--- config.mk ---
export PLATFORM = sky130hd
export DESIGN_NAME = pel_cell
export DESIGN_NICKNAME = d
export VERILOG_FILES = /design/src/rtl/pel_pkg.sv /design/src/rtl/pel_cell.sv
export SDC_FILE = /design/constraint.sdc
export NUM_CORES = 1
export LEC_CHECK = 0
export ABC_CLOCK_PERIOD_IN_PS = 2910
export BUFFER_PORTS_ARGS = -buffer_cell sky130_fd_sc_hd__buf_2
export CORE_MARGIN = 1
export CORE_UTILIZATION = 46
export DETAILED_ROUTE_END_ITERATION = 6
export PLACE_DENSITY = 0.86
export REMOVE_ABC_BUFFERS = 1
export SLEW_MARGIN = 20
export SYNTH_ARGS = -nofsm -noshare
export SYNTH_HDL_FRONTEND = slang
export SYNTH_SLANG_ARGS = --single-unit
--- constraint.sdc ---
create_clock -name clk -period 2.91 [get_ports clk]
set_input_delay 0.291 -clock clk [delete_from_list [all_inputs] [get_ports clk]]
set_output_delay 0.291 -clock clk [all_outputs]
set_load 0.01 [all_outputs]
--- src/rtl/pel_pkg.sv ---
// ----------------------------------------------------------------------------
// pel_pkg: shared types and constants of the process event log
// Record depth, index widths, operation codes and the query token that
// travels along the row of record cells.
// ----------------------------------------------------------------------------
`timescale 1ns / 1ps
`default_nettype none

package pel_pkg;

	// Record depth and derived widths
	localparam int ENTRIES = 64;
	localparam int IDX_W   = (ENTRIES > 1) ? $clog2(ENTRIES) : 1;
	localparam int CNT_W   = $clog2(ENTRIES + 1);

	// Field widths of a beat
	localparam int OP_W   = 2;
	localparam int PID_W  = 15;
	localparam int TS_W   = 31;
	localparam int TIME_W = 32;
	localparam int SLOT_W = 6;
	localparam int ECNT_W = 7;

	// Operation codes; the fourth code changes no record and finds nothing
	localparam logic [OP_W-1:0] OP_CREATE = 2'd0;
	localparam logic [OP_W-1:0] OP_TERM   = 2'd1;
	localparam logic [OP_W-1:0] OP_LOOKUP = 2'd2;

	// Time value meaning "none"
	localparam logic [TIME_W-1:0] NONE_TIME = '1;

	// Query token handed from cell to cell
	typedef struct packed {
		logic [OP_W-1:0]   op;
		logic [PID_W-1:0]  pid;
		logic [TS_W-1:0]   ts;
		logic              found;
		logic [IDX_W-1:0]  slot;
		logic [TIME_W-1:0] ct;
		logic [TIME_W-1:0] tt;
	} pel_tok_t;

endpackage

`default_nettype wire

--- src/rtl/pel_cell.sv ---
// ----------------------------------------------------------------------------
// pel_cell: one record slot of the process event log
// Holds pid, creation and termination time of one slot. A query token
// passes through, registered, whenever the row advances; the first live cell with a matching pid claims
// it, and a create token writes the cell whose index it carries.
// ----------------------------------------------------------------------------
`timescale 1ns / 1ps
`default_nettype none

module pel_cell
	import pel_pkg::*;
(
	input  wire logic             clk,
	input  wire logic             arst_n,
	input  wire logic             adv,
	input  wire logic [IDX_W-1:0] index,
	input  wire logic [CNT_W-1:0] count,
	input  wire logic             vld_i,
	input  wire pel_tok_t         tok_i,
	output logic                  vld_o,
	output pel_tok_t              tok_o
);

	logic [PID_W-1:0]  pid_q;
	logic [TS_W-1:0]   start_q;
	logic [TIME_W-1:0] end_q;
	logic              vld_q;
	pel_tok_t          tok_q;
	pel_tok_t          tok_n;
	logic              live;
	logic              search;
	logic              hit;
	logic              wr;

	// Match the passing token against this slot
	always_comb begin
		live   = CNT_W'(index) < count;
		search = (tok_i.op == OP_TERM) || (tok_i.op == OP_LOOKUP);
		hit    = vld_i && !tok_i.found && search && live && (pid_q == tok_i.pid);
		wr     = vld_i && (tok_i.op == OP_CREATE) && (tok_i.slot == index);
		tok_n  = tok_i;
		if (hit) begin
			tok_n.found = 1'b1;
			tok_n.slot  = index;
			tok_n.ct    = {1'b0, start_q};
			tok_n.tt    = (tok_i.op == OP_TERM) ? {1'b0, tok_i.ts} : end_q;
		end
	end

	// Advance the token valid
	always_ff @(posedge clk or negedge arst_n) begin
		if (!arst_n) begin
			vld_q <= 1'b0;
		end else if (adv) begin
			vld_q <= vld_i;
		end
	end

	// Advance the token payload and update the record
	always_ff @(posedge clk) begin
		if (adv) begin
			tok_q <= tok_n;
			if (wr) begin
				pid_q   <= tok_i.pid;
				start_q <= tok_i.ts;
				end_q   <= NONE_TIME;
			end else if (hit && (tok_i.op == OP_TERM)) begin
				end_q <= {1'b0, tok_i.ts};
			end
		end
	end

	assign vld_o = vld_q;
	assign tok_o = tok_q;

endmodule

`default_nettype wire

## Yosys cells after proc, flatten, opt, wreduce, memory -nomap -nowiden

Index checks and enable logic that the tools add are counted.
W data, S select, Z words.

| cells by class | value |
|---|---|
| add/subtract/negate cells | 0 |
| multipliers | 0 |
| div/mod/pow operators | 0 |
| $lt $le $gt $ge | 1 |
| equality and inequality tests | 4 |
| shift operators | 0 |
| mux-type cells | 3 |
| bitwise gates (word level) | 0 |
| reductions and logical operators | 13 |

Operator list:

| kind | number |
|---|---|
| $mux W70 | 1 |
| $mux W32 | 2 |
| $eq A15 B15 Y1 | 1 |
| $logic_and A1 B1 Y1 | 7 |
| $lt A6 B7 Y1 | 1 |
| $eq A6 B6 Y1 | 1 |
| $reduce_and A2 Y1 | 2 |
| $eq A2 B1 Y1 const B | 1 |
| $eq A2 B2 Y1 const B | 1 |
| $logic_not A2 Y1 | 1 |
| $reduce_bool A2 Y1 | 1 |
| $logic_not A1 Y1 | 1 |
| $logic_or A1 B1 Y1 | 1 |

| storage, ports and cells | value |
|---|---|
| bits in registers | 198 |
| latch bits | 0 |
| bits in writable memories | 0 |
| memory bits (read-only) | 0 |
| input port bits | 136 |
| word-level logic and storage cells | 33 |
| memories | 0 |

## Logic depth before layout (Yosys ltp)

| logic depth | value |
|---|---|
| word-level depth | 8 |
| gate-level depth with buffers | 8 |
| depth with buffers taken out | 7 |

## Least setup slack after synthesis

Ideal clock, no wire load.

| timing | value |
|---|---|
| path kind | input port to flip-flop |
| start point | input count[4] |
| end point | register end_q[0], enable pin |
| data arrival time | 3.171 ns |
| data required time | 2.478 ns |
| setup slack | -0.693 ns |
| stages on the path | 7 |
| path through | inv_1 -> ha_1 -> a21o_1 -> a2111o_1 -> nor4_1 -> nand4bb_1 -> a21oi_1 |

| on the way | value |
|---|---|
| cells in the longest elaborated chain, start to end | 6 |

Ends and longest elaborated chain:

| element | RTL line | RTL |
|---|---|---|
| start, declared | pel_cell.sv:17 | `input wire logic [CNT_W-1:0] count,` |
| $lt A6 B7 Y1 | pel_cell.sv:37 | `live = CNT_W'(index) < count;` |
| $logic_and A1 B1 Y1 (2 in series) | pel_cell.sv:39 | `hit = vld_i && !tok_i.found && search && live && (pid_q == tok_i.pid);` |
| $logic_and A1 B1 Y1 | pel_cell.sv:67 | `end else if (hit && (tok_i.op == OP_TERM)) begin` |
| $reduce_bool A2 Y1 (no line) | -- |  |
| $reduce_and A2 Y1 (no line) | -- |  |
| end signal, assigned | pel_cell.sv:68 | `end_q <= {1'b0, tok_i.ts};` |
| end, declared | pel_cell.sv:26 | `logic [TIME_W-1:0] end_q;` |

Every way passes these cells.
A chain may end at the register's enable or synchronous reset.

==> summary.txt <==
Synthesis
  • Post-synth top area share: 0.726
  • Synthesized area: 8150 um^2
  • Synthesis warning total: 0
  • Synth area leaders: edfxtp_1 73%, mux2_4 13%, mux2_2 4.6%
  • #FFs+latches synth: 198
  • Cells after synthesis: 412
  • Unique masters post-synth: 28
  • Synth Area per Inst: 19.8 um^2
  • Sequential area share after synthesis: 0.729
  • Yosys top cell by area: edfxtp_1

Final layout
  • Layout cell share with drive strength beyond 1: 0.576
  • Final Instance Count excl. Fillers: 922
  • P&R area growth vs syn: 27.0%
  • Most frequent cells in the layout: 254 x buf_2, 197 x edfxtp_1, 68 x mux2_4
  • Sequential Area: 5940 um^2
  • # nets final: 825
  • Area of the multi-input gates: 2090 um^2
  • Filler cells: 1324
  • Cell area after layout: 10400 um^2
  • Layout Utilization: 0.599
  • Commonest non-fill, non-tap cell in the layout: buf_2

Route
  • DR DRC count: 0
  • Per-cell routed wire length: 18.1 um
  • Initial DRC Count: 293
  • Via count: 4539
  • Final WL: 16.7 mm
  • Drt first pass iters: 4
  • Vias per inst: 4.92
  • Antenna viol nets, final: 0

Placed design
  • Placer Congestion: 0.812
  • HPWL after DPL: 11.3 mm
  • Inst Count DP: 887
  • Port Buf Inserts: 255
  • DP Area: 9780 um^2
  • DP Worst Slack: 0.127 ns

STA
  • Clk_skew: 0.00905 ns
  • Highest clock rate: 426 MHz
  • Final Setup Violations: 0
  • RSZ-0062 raised after global routing: false
  • Total negative setup slack: 0 ns
  • Final slew viol count: 0
  • Min Tclk post-route: 2.35 ns
  • Final WS setup: 0.561 ns
  • Pin slew with the least headroom to its limit: 0.575 ns
  • Final Hold Fails: 0
  • Tcrit/Tclk final: 0.807
  • WHS: 0.0648 ns
  • Slew margin rel.: 0.617

Worst setup path
  • WP data arrival: 2.52 ns
  • Worst Path Required: 3.08 ns
  • R2r setup slk: 0.69 ns
  • Worst path max stage delay: 0.45 ns
  • CP max-delay cell: a2111o_1
  • Type of destination of the critical path: flip-flop
  • Crit-path max FO: 45
  • CP Launch Type: input pin
  • CP Cell Sequence: buf_2 -> ha_1 -> a21o_1 -> a2111o_1 -> nor4b_2 -> nand4b_4 -> buf_12 -> mux2_4
  • WS Path Type: in2reg

Floorplan
  • # rows: 48
  • Total die area: 18300 um^2
  • Initial Util: 0.471
  • # IOs: 256
  • Die Ht: 135 um
  • Core area: 17300 um^2
  • Die X: 135 um

Job
  • Max-cap viol count: 0

CTS
  • Clock root buffer: clkbuf_16
  • Post-CTS Resized: 0
  • Num CTS Buffers: 17
  • Clk_lat worst skew: 0.43 ns
  • CTS tree: yes
  • Clock slew at reported path FFs: 0.07 ns
  • H-tree levels: 4
  • Clock Path Buffers: 2
  • Postcts setup bufs: 0
  • Clk sinks: 198

Global routing
  • All-layer global routing usage: 0.187
  • Pin count of the biggest net entering global routing: 60
  • Antenna violations before repair: 2
  • Gr ovfl total: 0
  • First-pass GRT wire length: 24.9 mm
  • Vias in the first global route: 4653

Power
  • Overall power: 6.11 mW
  • Pwr per Cell Area: 590 nW/um^2
  • Pleak: 4.36 nW
  • Peak VDD IR: 0.000381 V

Status
  • Status: finished clean

Hold path
  • Worst min path class: in2reg
==> area by class of cell <==
type                       count  share of cell area
sequential                   198               0.574
antenna                        2            0.000483
inverter                      10             0.00363
clock buffer                  18              0.0415
clock inverter                14              0.0123
timing repair buffer         265               0.139
tap                          225              0.0272
multi-input combinational    190               0.202
==> worst paths after layout <==
kind,cells after the start,startpoint,to
max reg2reg,6,pid_q[11],end_q[3]
max,8,index[4],tok_o[61]
max in group asynchronous,2,arst_n,vld_o
min in group asynchronous,2,arst_n,vld_o
min reg2reg,1,start_q[5],tok_o[37]
min,1,tok_i[118],tok_o[118]
==> power breakdown <==
group          switching (mW)  total (mW)  internal, mW
clock                    1.05        2.24          1.19
combinational           0.279       0.552         0.273
sequential             0.0308        3.32          3.29
==> synth_stat cells <==
cell       instances
and2_1             1
clkbuf_1           7
xor2_1             6
a2111o_1           1
a21oi_1            2
buf_6              7
nor4_1             2
mux2_4            68
edfxtp_1         197
nand3_1            1
ha_1               7
nand4b_4           1
nor2b_1            2
mux2_2            33
nand2b_1          32
o21ai_0            1
a21o_1             1
nand2_1            3
dfrtp_1            1
nor2_1             3
xnor2_1           15
nand4bb_1          1
nor4b_2            1
o2111ai_1          1
nor2b_2            1
nor3_1             2
nand4_1            5
inv_1             10
==> metal layers <==
metal  part of all wire  vias up  global-route usage  wire length, um
met1               0.40     2239               0.218             6720
met2               0.51      161               0.313             8470
met4              0.021        0              0.0780              349
li1                   -     2114                   -                -
met3              0.071       25              0.0631             1190
met5                  0        -                   0                0
==> worst max-delay path, delay by kind of cell <==
kind / cells / cell delay (ns)
muxes: 1 / 0.35
and+or+nand+nor: 2 / 0.56
adders and majority gates: 1 / 0.31
buffers and inverters: 2 / 0.37
AOI/OAI and AO/OA: 2 / 0.61
==> cells by family after synthesis <==
logic type               count (synthesis)  share of synthesized area
AO/OA/AOI/OAI                            6                    0.00522
AND/OR/NAND/NOR                         55                     0.0441
adder cells (fa/ha/maj)                  7                     0.0107
multiplexers                           101                      0.171
flip-flops                             198                      0.729
XOR/XNOR                                21                     0.0226
buffers and inverters                   24                     0.0175
==> flip-flops by register name (all words and copies together) (netlist names) <==
name	count
end_q	32
pid_q	15
start_q	31
tok_o	119
vld_o	1
==> timing repair <==
item / 4_1_cts / 5_1_grt
hold endpoints to repair: 1 / 0
setup endpoints to repair: 0 / 0
hold buffers: 1 / 0
(Power assumes the default switching activity.)
